`src/rtl/dpp_pkg.sv`:
```
// Shared types and constants for the depth-pixel-to-point block.
// No dependencies; every other file imports this package.
`default_nettype none

package dpp_pkg;

	// Counters and frame geometry
	localparam int MAX_DIM = 1024;
	localparam int CNT_W   = $clog2(MAX_DIM);
	localparam int DIM_W   = 11;

	// Field widths
	localparam int CTR_W   = 14;
	localparam int FOC_W   = 16;
	localparam int DEPTH_W = 16;
	localparam int COLOR_W = 8;
	localparam int COORD_W = 28;

	// Offset, product and dividend widths
	localparam int POS_W   = CNT_W + 4;
	localparam int OFS_W   = (POS_W > CTR_W) ? POS_W : CTR_W;
	localparam int PROD_W  = OFS_W + DEPTH_W;
	localparam int FRAC_SH = 8;
	localparam int NUM_W   = ((PROD_W + FRAC_SH + 2) / 2) * 2;
	localparam int ITERS   = NUM_W / 2;
	localparam int ITER_W  = $clog2(ITERS + 1);

	// Queue between front and back
	localparam int QUEUE_DEPTH = 2;
	localparam int QPTR_W      = (QUEUE_DEPTH > 1) ? $clog2(QUEUE_DEPTH) : 1;
	localparam int QCNT_W      = $clog2(QUEUE_DEPTH + 1);

	// Configuration port
	localparam int CFG_IDX_W  = 3;
	localparam int CFG_DATA_W = 16;

	localparam logic [CFG_IDX_W-1:0] REG_FRAME_WIDTH  = 3'd0;
	localparam logic [CFG_IDX_W-1:0] REG_FRAME_HEIGHT = 3'd1;
	localparam logic [CFG_IDX_W-1:0] REG_CENTER_COL   = 3'd2;
	localparam logic [CFG_IDX_W-1:0] REG_CENTER_ROW   = 3'd3;
	localparam logic [CFG_IDX_W-1:0] REG_FOCAL_COL    = 3'd4;
	localparam logic [CFG_IDX_W-1:0] REG_FOCAL_ROW    = 3'd5;

	typedef struct packed {
		logic [DIM_W-1:0] frame_width;
		logic [DIM_W-1:0] frame_height;
		logic [CTR_W-1:0] center_col_q4;
		logic [CTR_W-1:0] center_row_q4;
		logic [FOC_W-1:0] focal_col_q4;
		logic [FOC_W-1:0] focal_row_q4;
	} cfg_t;

	// One classified pixel waiting for the back end
	typedef struct packed {
		logic [OFS_W-1:0]   col_mag;
		logic               col_neg;
		logic [OFS_W-1:0]   row_mag;
		logic               row_neg;
		logic [DEPTH_W-1:0] depth;
		logic [COLOR_W-1:0] red;
		logic [COLOR_W-1:0] green;
		logic [COLOR_W-1:0] blue;
		logic               frame_end;
	} item_t;

	// Queue handshake seen by the front and the back
	typedef struct packed {
		logic full;
		logic empty;
	} queue_status_t;

endpackage

`default_nettype wire

```
`src/rtl/depth_pixel_to_point_top.sv`:
```
// Pinhole back-projection of a raster depth and color stream: each accepted
// pixel yields one point, in order. The front end accepts a pixel while the
// queue is not full and places it in a two-entry queue; the back end pops a
// pixel, multiplies offset by depth, loads the dividers, then runs the
// restoring divider, which produces two quotient bits a cycle over a 40-bit
// dividend. The back end pops no new pixel until the previous point has entered
// the output register; up to four pixels may be inside the block: two in the
// queue, one in the back end and one finished point in the output register.
// Configuration is taken at any time on its own channel but is to be
// written only while the block is empty. Zero depth gives point_valid low with
// zero coordinates; x and y are in 1/256 mm, rounded and saturated to 28 bits.
// Depends on dpp_pkg, dpp_front, dpp_queue, dpp_back.
`default_nettype none

module depth_pixel_to_point_top
	import dpp_pkg::*;
(
	input  wire logic                   clk,
	input  wire logic                   arst_n,
	input  wire logic                   in_valid,
	output logic                        in_ready,
	input  wire logic [DEPTH_W-1:0]     depth_mm,
	input  wire logic [COLOR_W-1:0]     red,
	input  wire logic [COLOR_W-1:0]     green,
	input  wire logic [COLOR_W-1:0]     blue,
	output logic                        out_valid,
	input  wire logic                   out_ready,
	output logic signed [COORD_W-1:0]   point_x,
	output logic signed [COORD_W-1:0]   point_y,
	output logic [DEPTH_W-1:0]          point_z,
	output logic                        point_valid,
	output logic [COLOR_W-1:0]          out_red,
	output logic [COLOR_W-1:0]          out_green,
	output logic [COLOR_W-1:0]          out_blue,
	output logic                        frame_end,
	input  wire logic                   cfg_valid,
	output logic                        cfg_ready,
	input  wire logic [CFG_IDX_W-1:0]   cfg_index,
	input  wire logic [CFG_DATA_W-1:0]  cfg_data
);

	cfg_t          cfg_q;
	queue_status_t q_status;
	item_t         push_item;
	item_t         pop_item;
	logic          push;
	logic          pop;

	assign cfg_ready = 1'b1;

	// Register file; out-of-range indexes are dropped
	always_ff @(posedge clk or negedge arst_n) begin
		if (!arst_n) begin
			cfg_q.frame_width   <= DIM_W'(640);
			cfg_q.frame_height  <= DIM_W'(480);
			cfg_q.center_col_q4 <= CTR_W'(5120);
			cfg_q.center_row_q4 <= CTR_W'(3840);
			cfg_q.focal_col_q4  <= FOC_W'(8400);
			cfg_q.focal_row_q4  <= FOC_W'(8400);
		end else if (cfg_valid && cfg_ready) begin
			case (cfg_index)
				REG_FRAME_WIDTH:  cfg_q.frame_width   <= cfg_data[DIM_W-1:0];
				REG_FRAME_HEIGHT: cfg_q.frame_height  <= cfg_data[DIM_W-1:0];
				REG_CENTER_COL:   cfg_q.center_col_q4 <= cfg_data[CTR_W-1:0];
				REG_CENTER_ROW:   cfg_q.center_row_q4 <= cfg_data[CTR_W-1:0];
				REG_FOCAL_COL:    cfg_q.focal_col_q4  <= cfg_data[FOC_W-1:0];
				REG_FOCAL_ROW:    cfg_q.focal_row_q4  <= cfg_data[FOC_W-1:0];
				default: ;
			endcase
		end
	end

	dpp_front u_front (
		.clk       (clk),
		.arst_n    (arst_n),
		.in_valid  (in_valid),
		.in_ready  (in_ready),
		.depth_mm  (depth_mm),
		.red       (red),
		.green     (green),
		.blue      (blue),
		.cfg       (cfg_q),
		.q_status  (q_status),
		.push      (push),
		.push_item (push_item)
	);

	dpp_queue u_queue (
		.clk       (clk),
		.arst_n    (arst_n),
		.push      (push),
		.push_item (push_item),
		.pop       (pop),
		.pop_item  (pop_item),
		.status    (q_status)
	);

	dpp_back u_back (
		.clk         (clk),
		.arst_n      (arst_n),
		.cfg         (cfg_q),
		.q_status    (q_status),
		.q_item      (pop_item),
		.pop         (pop),
		.out_valid   (out_valid),
		.out_ready   (out_ready),
		.point_x     (point_x),
		.point_y     (point_y),
		.point_z     (point_z),
		.point_valid (point_valid),
		.out_red     (out_red),
		.out_green   (out_green),
		.out_blue    (out_blue),
		.frame_end   (frame_end)
	);

endmodule

`default_nettype wire

```
`src/rtl/dpp_queue.sv`:
```
// Short register queue between the front end and the back end.
// Depends on dpp_pkg for the item type and the depth.
`default_nettype none

module dpp_queue
	import dpp_pkg::*;
(
	input  wire logic          clk,
	input  wire logic          arst_n,
	input  wire logic          push,
	input  wire item_t         push_item,
	input  wire logic          pop,
	output item_t              pop_item,
	output queue_status_t      status
);

	item_t              mem_q [QUEUE_DEPTH];
	logic [QPTR_W-1:0]  wr_ptr_q;
	logic [QPTR_W-1:0]  rd_ptr_q;
	logic [QCNT_W-1:0]  cnt_q;

	function automatic logic [QPTR_W-1:0] next_ptr(input logic [QPTR_W-1:0] p);
		logic [QPTR_W-1:0] r;
		if (p == QPTR_W'(QUEUE_DEPTH - 1))
			r = '0;
		else
			r = p + 1'b1;
		return r;
	endfunction

	assign status.full  = (cnt_q == QCNT_W'(QUEUE_DEPTH));
	assign status.empty = (cnt_q == '0);
	assign pop_item     = mem_q[rd_ptr_q];

	always_ff @(posedge clk) begin
		if (push)
			mem_q[wr_ptr_q] <= push_item;
	end

	always_ff @(posedge clk or negedge arst_n) begin
		if (!arst_n) begin
			wr_ptr_q <= '0;
			rd_ptr_q <= '0;
			cnt_q    <= '0;
		end else begin
			if (push)
				wr_ptr_q <= next_ptr(wr_ptr_q);
			if (pop)
				rd_ptr_q <= next_ptr(rd_ptr_q);
			case ({push, pop})
				2'b10:   cnt_q <= cnt_q + 1'b1;
				2'b01:   cnt_q <= cnt_q - 1'b1;
				default: cnt_q <= cnt_q;
			endcase
		end
	end

endmodule

`default_nettype wire

```
`src/rtl/dpp_front.sv`:
```
// Front end: accepts pixels, tracks raster position and computes the
// signed offsets from the principal point. Depends on dpp_pkg.
`default_nettype none

module dpp_front
	import dpp_pkg::*;
(
	input  wire logic               clk,
	input  wire logic               arst_n,
	input  wire logic               in_valid,
	output logic                    in_ready,
	input  wire logic [DEPTH_W-1:0] depth_mm,
	input  wire logic [COLOR_W-1:0] red,
	input  wire logic [COLOR_W-1:0] green,
	input  wire logic [COLOR_W-1:0] blue,
	input  wire cfg_t               cfg,
	input  wire queue_status_t      q_status,
	output logic                    push,
	output item_t                   push_item
);

	logic [CNT_W-1:0] col_q;
	logic [CNT_W-1:0] row_q;
	logic [CNT_W-1:0] last_col;
	logic [CNT_W-1:0] last_row;
	logic             col_wrap;
	logic             row_wrap;
	logic [OFS_W-1:0] col_pos;
	logic [OFS_W-1:0] row_pos;
	logic [OFS_W-1:0] col_ctr;
	logic [OFS_W-1:0] row_ctr;

	// Last valid counter value for a frame size; zero acts as one, oversize as MAX_DIM
	function automatic logic [CNT_W-1:0] last_index(input logic [DIM_W-1:0] size);
		logic [CNT_W-1:0] r;
		if (size == '0)
			r = '0;
		else if (32'(size) > 32'(MAX_DIM))
			r = CNT_W'(MAX_DIM - 1);
		else
			r = CNT_W'(size - 1'b1);
		return r;
	endfunction

	assign in_ready = !q_status.full;
	assign push     = in_valid && in_ready;

	assign last_col = last_index(cfg.frame_width);
	assign last_row = last_index(cfg.frame_height);
	assign col_wrap = (col_q >= last_col);
	assign row_wrap = (row_q >= last_row);

	assign col_pos = OFS_W'({col_q, 4'b0000});
	assign row_pos = OFS_W'({row_q, 4'b0000});
	assign col_ctr = OFS_W'(cfg.center_col_q4);
	assign row_ctr = OFS_W'(cfg.center_row_q4);

	always_comb begin
		push_item.col_neg   = (col_pos < col_ctr);
		push_item.col_mag   = push_item.col_neg ? (col_ctr - col_pos) : (col_pos - col_ctr);
		push_item.row_neg   = (row_pos < row_ctr);
		push_item.row_mag   = push_item.row_neg ? (row_ctr - row_pos) : (row_pos - row_ctr);
		push_item.depth     = depth_mm;
		push_item.red       = red;
		push_item.green     = green;
		push_item.blue      = blue;
		push_item.frame_end = col_wrap && row_wrap;
	end

	// Advance the raster position on every accepted item
	always_ff @(posedge clk or negedge arst_n) begin
		if (!arst_n) begin
			col_q <= '0;
			row_q <= '0;
		end else if (push) begin
			if (col_wrap) begin
				col_q <= '0;
				row_q <= row_wrap ? '0 : row_q + 1'b1;
			end else begin
				col_q <= col_q + 1'b1;
			end
		end
	end

endmodule

`default_nettype wire

```
`src/rtl/dpp_div.sv`:
```
// Restoring divider, two quotient bits per cycle, unsigned.
// Depends on dpp_pkg for the dividend and divisor widths.
`default_nettype none

module dpp_div
	import dpp_pkg::*;
(
	input  wire logic             clk,
	input  wire logic             arst_n,
	input  wire logic             start,
	input  wire logic [NUM_W-1:0] num,
	input  wire logic [FOC_W-1:0] den,
	output logic                  done,
	output logic [NUM_W-1:0]      quo
);

	logic [NUM_W-1:0]  num_q;
	logic [FOC_W-1:0]  rem_q;
	logic [ITER_W-1:0] cnt_q;
	logic [FOC_W:0]    t1;
	logic [FOC_W:0]    r1;
	logic [FOC_W:0]    t2;
	logic [FOC_W:0]    r2;
	logic              ge1;
	logic              ge2;

	always_comb begin
		t1  = {rem_q, num_q[NUM_W-1]};
		ge1 = (t1 >= {1'b0, den});
		r1  = ge1 ? (t1 - {1'b0, den}) : t1;
		t2  = {r1[FOC_W-1:0], num_q[NUM_W-2]};
		ge2 = (t2 >= {1'b0, den});
		r2  = ge2 ? (t2 - {1'b0, den}) : t2;
	end

	assign done = (cnt_q == '0);
	assign quo  = num_q;

	// Dividend bits shift out the top while quotient bits shift in below
	always_ff @(posedge clk) begin
		if (start) begin
			num_q <= num;
			rem_q <= '0;
		end else if (!done) begin
			num_q <= {num_q[NUM_W-3:0], ge1, ge2};
			rem_q <= r2[FOC_W-1:0];
		end
	end

	always_ff @(posedge clk or negedge arst_n) begin
		if (!arst_n)
			cnt_q <= '0;
		else if (start)
			cnt_q <= ITER_W'(ITERS);
		else if (!done)
			cnt_q <= cnt_q - 1'b1;
	end

endmodule

`default_nettype wire

```
`src/rtl/dpp_back.sv`:
```
// Back end: multiplies offset by depth, divides by focal length with
// rounding, saturates and holds the result. Depends on dpp_pkg, dpp_div.
`default_nettype none

module dpp_back
	import dpp_pkg::*;
(
	input  wire logic               clk,
	input  wire logic               arst_n,
	input  wire cfg_t               cfg,
	input  wire queue_status_t      q_status,
	input  wire item_t              q_item,
	output logic                    pop,
	output logic                    out_valid,
	input  wire logic               out_ready,
	output logic signed [COORD_W-1:0] point_x,
	output logic signed [COORD_W-1:0] point_y,
	output logic [DEPTH_W-1:0]      point_z,
	output logic                    point_valid,
	output logic [COLOR_W-1:0]      out_red,
	output logic [COLOR_W-1:0]      out_green,
	output logic [COLOR_W-1:0]      out_blue,
	output logic                    frame_end
);

	typedef enum logic [4:0] {
		S_IDLE  = 5'b00001,
		S_MUL   = 5'b00010,
		S_START = 5'b00100,
		S_DIV   = 5'b01000,
		S_DONE  = 5'b10000
	} state_t;

	state_t            state_q;
	item_t             item_q;
	logic [PROD_W-1:0] prod_x_q;
	logic [PROD_W-1:0] prod_y_q;
	logic [FOC_W-1:0]  den_x;
	logic [FOC_W-1:0]  den_y;
	logic [NUM_W-1:0]  num_x;
	logic [NUM_W-1:0]  num_y;
	logic [NUM_W-1:0]  quo_x;
	logic [NUM_W-1:0]  quo_y;
	logic              done_x;
	logic              done_y;
	logic              div_start;
	logic              out_free;
	logic              load_out;
	logic              out_valid_q;

	// Clamp magnitude to the coordinate range and apply the sign
	function automatic logic [COORD_W-1:0] sat_coord(input logic [NUM_W-1:0] q,
			input logic neg);
		logic              big;
		logic [COORD_W-1:0] r;
		big = |q[NUM_W-1:COORD_W-1];
		if (neg)
			r = big ? {1'b1, {(COORD_W-1){1'b0}}} : (~q[COORD_W-1:0] + 1'b1);
		else
			r = big ? {1'b0, {(COORD_W-1){1'b1}}} : q[COORD_W-1:0];
		return r;
	endfunction

	// A zero focal length divides as one
	assign den_x = (cfg.focal_col_q4 == '0) ? FOC_W'(1) : cfg.focal_col_q4;
	assign den_y = (cfg.focal_row_q4 == '0) ? FOC_W'(1) : cfg.focal_row_q4;

	// Half the divisor added up front rounds the magnitude to nearest
	assign num_x = NUM_W'({prod_x_q, {FRAC_SH{1'b0}}}) + NUM_W'(den_x >> 1);
	assign num_y = NUM_W'({prod_y_q, {FRAC_SH{1'b0}}}) + NUM_W'(den_y >> 1);

	assign div_start = (state_q == S_START);
	assign pop       = (state_q == S_IDLE) && !q_status.empty;
	assign out_free  = !out_valid_q || out_ready;
	assign load_out  = out_free && done_x && done_y &&
		((state_q == S_DIV) || (state_q == S_DONE));
	assign out_valid = out_valid_q;

	dpp_div u_div_x (
		.clk    (clk),
		.arst_n (arst_n),
		.start  (div_start),
		.num    (num_x),
		.den    (den_x),
		.done   (done_x),
		.quo    (quo_x)
	);

	dpp_div u_div_y (
		.clk    (clk),
		.arst_n (arst_n),
		.start  (div_start),
		.num    (num_y),
		.den    (den_y),
		.done   (done_y),
		.quo    (quo_y)
	);

	always_ff @(posedge clk) begin
		if (pop)
			item_q <= q_item;
		if (state_q == S_MUL) begin
			prod_x_q <= PROD_W'(item_q.col_mag) * PROD_W'(item_q.depth);
			prod_y_q <= PROD_W'(item_q.row_mag) * PROD_W'(item_q.depth);
		end
		if (load_out) begin
			point_x     <= sat_coord(quo_x, item_q.col_neg);
			point_y     <= sat_coord(quo_y, item_q.row_neg);
			point_z     <= item_q.depth;
			point_valid <= (item_q.depth != '0);
			out_red     <= item_q.red;
			out_green   <= item_q.green;
			out_blue    <= item_q.blue;
			frame_end   <= item_q.frame_end;
		end
	end

	always_ff @(posedge clk or negedge arst_n) begin
		if (!arst_n) begin
			state_q     <= S_IDLE;
			out_valid_q <= 1'b0;
		end else begin
			if (load_out)
				out_valid_q <= 1'b1;
			else if (out_ready)
				out_valid_q <= 1'b0;

			case (state_q)
				S_IDLE:  if (pop) state_q <= S_MUL;
				S_MUL:   state_q <= S_START;
				S_START: state_q <= S_DIV;
				S_DIV: begin
					if (done_x && done_y)
						state_q <= out_free ? S_IDLE : S_DONE;
				end
				S_DONE:  if (out_free) state_q <= S_IDLE;
				default: state_q <= S_IDLE;
			endcase
		end
	end

endmodule

`default_nettype wire

```
`config.mk`:
```
export PLATFORM = sky130hd
export DESIGN_NAME = depth_pixel_to_point_top
export DESIGN_NICKNAME = d
export VERILOG_FILES = /design/src/rtl/dpp_pkg.sv /design/src/rtl/depth_pixel_to_point_top.sv /design/src/rtl/dpp_queue.sv /design/src/rtl/dpp_front.sv /design/src/rtl/dpp_div.sv /design/src/rtl/dpp_back.sv
export SDC_FILE = /design/constraint.sdc
export NUM_CORES = 2
export LEC_CHECK = 0
export ABC_AREA = 0
export ABC_CLOCK_PERIOD_IN_PS = 9250
export BUFFER_PORTS_ARGS = -buffer_cell sky130_fd_sc_hd__buf_4
export CAP_MARGIN = 10
export CORE_UTILIZATION = 25
export CTS_CLUSTER_DIAMETER = 60
export DETAILED_ROUTE_END_ITERATION = 6
export PLACE_DENSITY = 0.44
export SYNTH_ARGS = -nofsm -noshare
export SYNTH_HDL_FRONTEND = slang
export SYNTH_SLANG_ARGS = --single-unit
```
`constraint.sdc`:
```
create_clock -name clk -period 9.25 [get_ports clk]
set_input_delay 0 -clock clk [delete_from_list [all_inputs] [get_ports clk]]
set_output_delay 0 -clock clk [all_outputs]
set_load 0.05 [all_outputs]
```
* After elaboration in Yosys (flattened, before gate mapping)
Memory sizes are Yosys's and may differ from the RTL's. A register that Yosys moved wholly into a read port is not among the register bits.
Index checks and enable logic that the tools add are counted.
** Cells by class
- Equality and inequality tests :: 18
- Mux-type cells :: 40
- Reduce and logical (&&, ||, !) cells :: 33
- Add/sub/neg operators :: 22
- Multipliers :: 2
- Div/mod/pow operators :: 0
- $lt $le $gt $ge :: 10
- Shift operators :: 0
- Bitwise logic cells :: 2
** Operators by type and width (number)
- $mux 28 :: 6
- $mux 40 :: 4
- $mux 16 :: 6
- $add 38x15->39 :: 2
- $ge 17x16->1 :: 4
- $sub 16x16->16 :: 4
- $mul 14x16->30 :: 2
- $mux 10 :: 6
- $add 28x1->28 const B :: 2
- $not 28->28 :: 2
- $sub 14x14->14 :: 4
- $mux 5 :: 8
- $logic_not 16->1 :: 2
- $lt 14x14->1 :: 2
- $mux 14 :: 2
- $reduce_or 13->1 :: 2
- $pmux 5 s5 :: 1
- $gt 11x11->1 const B :: 2
- $logic_not 11->1 :: 2
- $add 10x1->10 const B :: 2
- $ge 10x10->1 :: 2
- $sub 10x1->10 const B :: 2
- $reduce_bool 16->1 :: 1
- $reduce_and 2->1 :: 7
- other kinds (26) :: 50
** Storage, ports and cells
- Bits in read-only memories :: 0
- Bits in latches :: 0
- Output and inout bits :: 101
- Input bits :: 64
- Word-level logic and storage cells :: 157
- Register bits :: 392
- Memories :: 1
- RAM bits :: 142
** Memory list
- u_queue.mem_q :: words 2, bits a word 71, rd ports 1, clocked after Yosys merged registers in 1, wr ports 1, line dpp_queue.sv:17 : item_t mem_q [QUEUE_DEPTH];

* Logic depth before layout (Yosys ltp)
- Depth in word-level cells :: 7
- Depth in mapped cells :: 24
- Gate-level depth less buffers :: 23

* By module
Synthesis repeated with hierarchy kept, for this count alone.
** Second synthesis, totals
- Cells, all modules :: 4469
- Area, all modules :: 47518.1 um2
** By module, submodules not included
- dpp_back :: cells each 2583, area each 25568.3 um2, seq. area each 7028.0 um2, times used 1
- dpp_div :: cells each 453, area each 4521.8 um2, seq. area each 1646.6 um2, times used 2
- dpp_queue :: cells each 237, area each 5657.9 um2, seq. area each 4364.2 um2, times used 1
- dpp_front :: cells each 563, area each 4100.2 um2, seq. area each 500.5 um2, times used 1
- depth_pixel_to_point_top :: cells each 180, area each 3148.0 um2, seq. area each 2077.0 um2, times used 1

* Worst setup path before layout
OpenSTA, ideal clock, no wires.
- Path type :: flip-flop to flip-flop
- From :: register u_back.item_q[25] (netlist name)
- To :: register u_back.prod_x_q[28], data pin
- Setup time :: 258 ps
- Data required time :: 8992 ps
- Clock period less this slack :: 6398 ps
- Cell stages (with the launch flop) :: 23
- Data arrival time :: 6140 ps
- Path slack :: 2852 ps
- Path buffers :: 2
- Cell sequence :: edfxtp_1 -> clkbuf_1 -> clkbuf_1 -> nand2_1 -> fa_1 -> fa_1 -> inv_1 -> fa_1 -> fa_1 -> fa_1 -> inv_1 -> fa_1 -> inv_1 -> ha_1 -> and3_1 -> nor2b_1 -> and3_1 -> nor4b_1 -> nand2_1 -> a221o_1 -> a211o_1 -> a21oi_1 -> xnor2_1
** On the way
- Longest elaborated chain between the ends :: 1
** Ends and longest elaborated chain
- $mul 14x16->30 :: line dpp_back.sv:103 : prod_x_q <= PROD_W'(item_q.col_mag) * PROD_W'(item_q.depth);
- end signal, assigned :: line dpp_back.sv:103
- end, declared :: line dpp_back.sv:36 : logic [PROD_W-1:0] prod_x_q;
No other way between the ends.
A chain may end at the register's enable or synchronous reset.

* Final worst setup path
- From :: register u_back.item_q[31] (netlist name)
- To :: register u_back.prod_y_q[28], data pin
** On the way
- Longest elaborated chain between the ends :: 1
** Ends and longest elaborated chain
- $mul 14x16->30 :: line dpp_back.sv:104 : prod_y_q <= PROD_W'(item_q.row_mag) * PROD_W'(item_q.depth);
- end signal, assigned :: line dpp_back.sv:104
- end, declared :: line dpp_back.sv:37 : logic [PROD_W-1:0] prod_y_q;
No other way between the ends.

==> qor.txt <==
Worst Hold Class: in2reg
Die Ht: 426.8 um
#FFs+latches synth: 605
Final nets: 5337
Max H-tree Level: 3
Top cell type's share of synthesized area: 0.3001
Via-to-Cell Ratio: 4.483
Gp weighted congestion: 0.8349
Setup violators final: 0
Die width: 426.8 um
Worst setup SP type: flip-flop
DR WL/cell: 17.58 um
TritonCTS Buffers: 83
Final Hold Viols: 0
Async set-reset flop share out of synthesis: 0.2017
Worst setup EP type: flip-flop
Crit-path cells: buf_4, nand2_1, fa_1, inv_1, fa_1, fa_1, fa_1, fa_1, inv_1, fa_1, inv_1, ha_1, nand3_1, or3_1, o2bb2ai_1, a21oi_1, nand3b_1, a311oi_1, o41ai_1, a21oi_1, xnor2_1
Ys Warns: 0
Most used DFF post-synth: edfxtp_1
Floorplan core area: 178800 um^2
Io pins: 165
HPWL Detailed: 90510 um
Yosys cell types: 85
Syn_nets: 5109
First-pass DRT Iterations: 5
Clock Latency Late Sink: 0.69 ns
P&R area growth vs syn: 17.55%
Initial antenna violation count: 13
Worst Skew: 0.04073 ns
Highest net fanout along the worst path: 17
Critical Path AT: 7.39 ns
First-pass GRT wire length: 193200 um
Critical Path Most Common Cell: fa_1
Die Area: 182200 um^2
Cells after synthesis: 4372
Post-synth top cells: nand2_1 (548), inv_1 (495), edfxtp_1 (451), fa_1 (338), ha_1 (335)
Worst slew pin tran: 1.121 ns
Fin Setup TNS: 0 ns
WP data required: 9.67 ns
Initial Util: 0.2524
Max Cap Viol: 0
Tot GR Track Use: 0.1372
Floorplan row count: 155
Port Buffers: 163
Setup CP Type: reg2reg
DRT Wirelength: 123500 um
Clock sinks: 605
Outcome: finished clean
Via count: 31500
CTS Buffer Depth: 3
Global route overflow: 0
Root Driver: clkbuf_16
Initial DRC count: 1701
RSZ-0062 raised after global routing: false
Fmax: 143.6 MHz
Most frequent cell after synthesis: nand2_1
Critical Path Max Stage Delay: 0.79 ns
CTS tree: built
Synth area leader: edfxtp_1
Worst-path clk slew: 0.05 ns
Mean Syn Cell Area: 10.32 um^2
Slowest CP cell: edfxtp_1
Top area cells in the synthesized netlist: edfxtp_1 (30%), fa_1 (15%), ha_1 (9.3%)
Pins over their slew limit: 0
DRC Markers: 0
Period minus WS final: 6.964 ns
Pin count of the biggest net entering global routing: 91
Seq/Total Area, Yosys: 0.3826
Vias in the first global route: 32290
Slew headroom: 0.2525
Fin crit share: 0.7528
Share of cells above drive strength 1: 0.1112
Number of synthesized flops with an enable pin: 451
Synthesized area: 45120 um^2
Post-DRT Antenna Nets: 0
==> registers in the layout, summed over array words and instances, names as in the netlist, 10 cells and up <==
name                  count
u_back.prod_y_q          30
u_front.row_q            10
u_back.u_div_x.quo       40
u_back.point_x           28
u_queue.mem_q           142
u_back.point_y           28
u_back.u_div_y.quo       40
u_back.u_div_y.rem_q     16
u_back.item_q            71
cfg_q                    82
u_back.u_div_x.rem_q     16
u_back.point_z           16
u_back.prod_x_q          30
u_front.col_q            10
==> timing repair <==
action,CTS,global route
setup endpoints to repair,0,0
gates resized for setup,0,0
hold endpoints to repair,248,0
hold buffers,119,0
setup buffers,0,0
==> worst max-delay path, delay by kind of cell, from the launching register on <==
| family | cells | cell delay, ns |
|---|---|---|
| adder cells (fa/ha/maj) | 7 | 3.52 |
| buffers and inverters | 4 | 0.51 |
| flip-flops | 1 | 0.79 |
| XOR/XNOR | 1 | 0.14 |
| AO/OA/AOI/OAI | 5 | 0.88 |
| AND/OR/NAND/NOR | 4 | 0.84 |
==> metrics by stage <==
stage	std cells	cell area, um^2	setup slack, ns	hold WS [ns]	utilization
after floorplan	4372	45120	2.852	-0.2956	-
after global placement	6751	49040	2.373	0.04900	0.2742
after detailed placement	6751	49040	2.291	0.04600	0.2742
after CTS	7022	53040	2.267	0.002841	0.2966
after global routing	7024	53040	1.830	0.03551	0.2966
final	7025	53040	2.286	0.07931	0.2966
==> cell type report <==
type / count / area (um^2)
Tap cell: 2355 / 2947
Multi-Input combinational cell: 3085 / 25380
Timing Repair Buffer: 329 / 2789
Clock inverter: 54 / 543.0
Clock buffer: 98 / 2248
Inverter: 496 / 1862
Sequential cell: 605 / 17270
Antenna cell: 3 / 7.507
Fill cell: 18640 / 125800
==> final timing paths <==
path,endpoint,depth (start not counted),startpoint,slack (ns)
max,u_back.prod_y_q[28],21,u_back.item_q[31],2.29
min reg2reg,u_back.out_red[1],0,u_back.item_q[18],0.42
max reg2reg,u_back.prod_y_q[28],21,u_back.item_q[31],2.29
min in group asynchronous,cfg_q[78],3,arst_n,0.47
min,u_queue.mem_q[0][32],2,depth_mm[7],0.08
max in group asynchronous,u_back.u_div_x.cnt_q[3],4,arst_n,7.89
==> layout by cell type, fill, tap and decap left out, types with 120 or more instances in the layout <==
cell        n
nor2_1    193
xnor2_1   120
ha_1      335
buf_4     209
and2_1    204
inv_1     495
a21oi_1   214
edfxtp_1  451
o21ai_0   249
mux2_2    124
nand2_1   547
fa_1      338
==> metal layers <==
metal,wire length (um),vias to the layer above,track usage,part of all wire
met1,61120,15410,0.1962,0.49
met4,3114,0,0.03964,0.025
met2,53090,596,0.2088,0.43
met5,0,-,0,0
met3,6195,154,0.02607,0.050
li1,-,15340,-,-
==> logic make-up (layout without fill, tap and decap cells) <==
logic type      count (synthesis)  count (layout)  synth area share
xor+xnor                      217             217           0.04212
compound gates                751             751            0.1011
simple gates                 1292            1292            0.1374
buf+inv                       682             977           0.05693
flops                         605             605            0.3826
mux                           151             151           0.03693
other cells                     1               4        0.00008311
fa+ha+maj                     673             673            0.2428
Power is not shown: default switching activity piles up to over one toggle a cycle in this logic, so the estimate is an artifact.
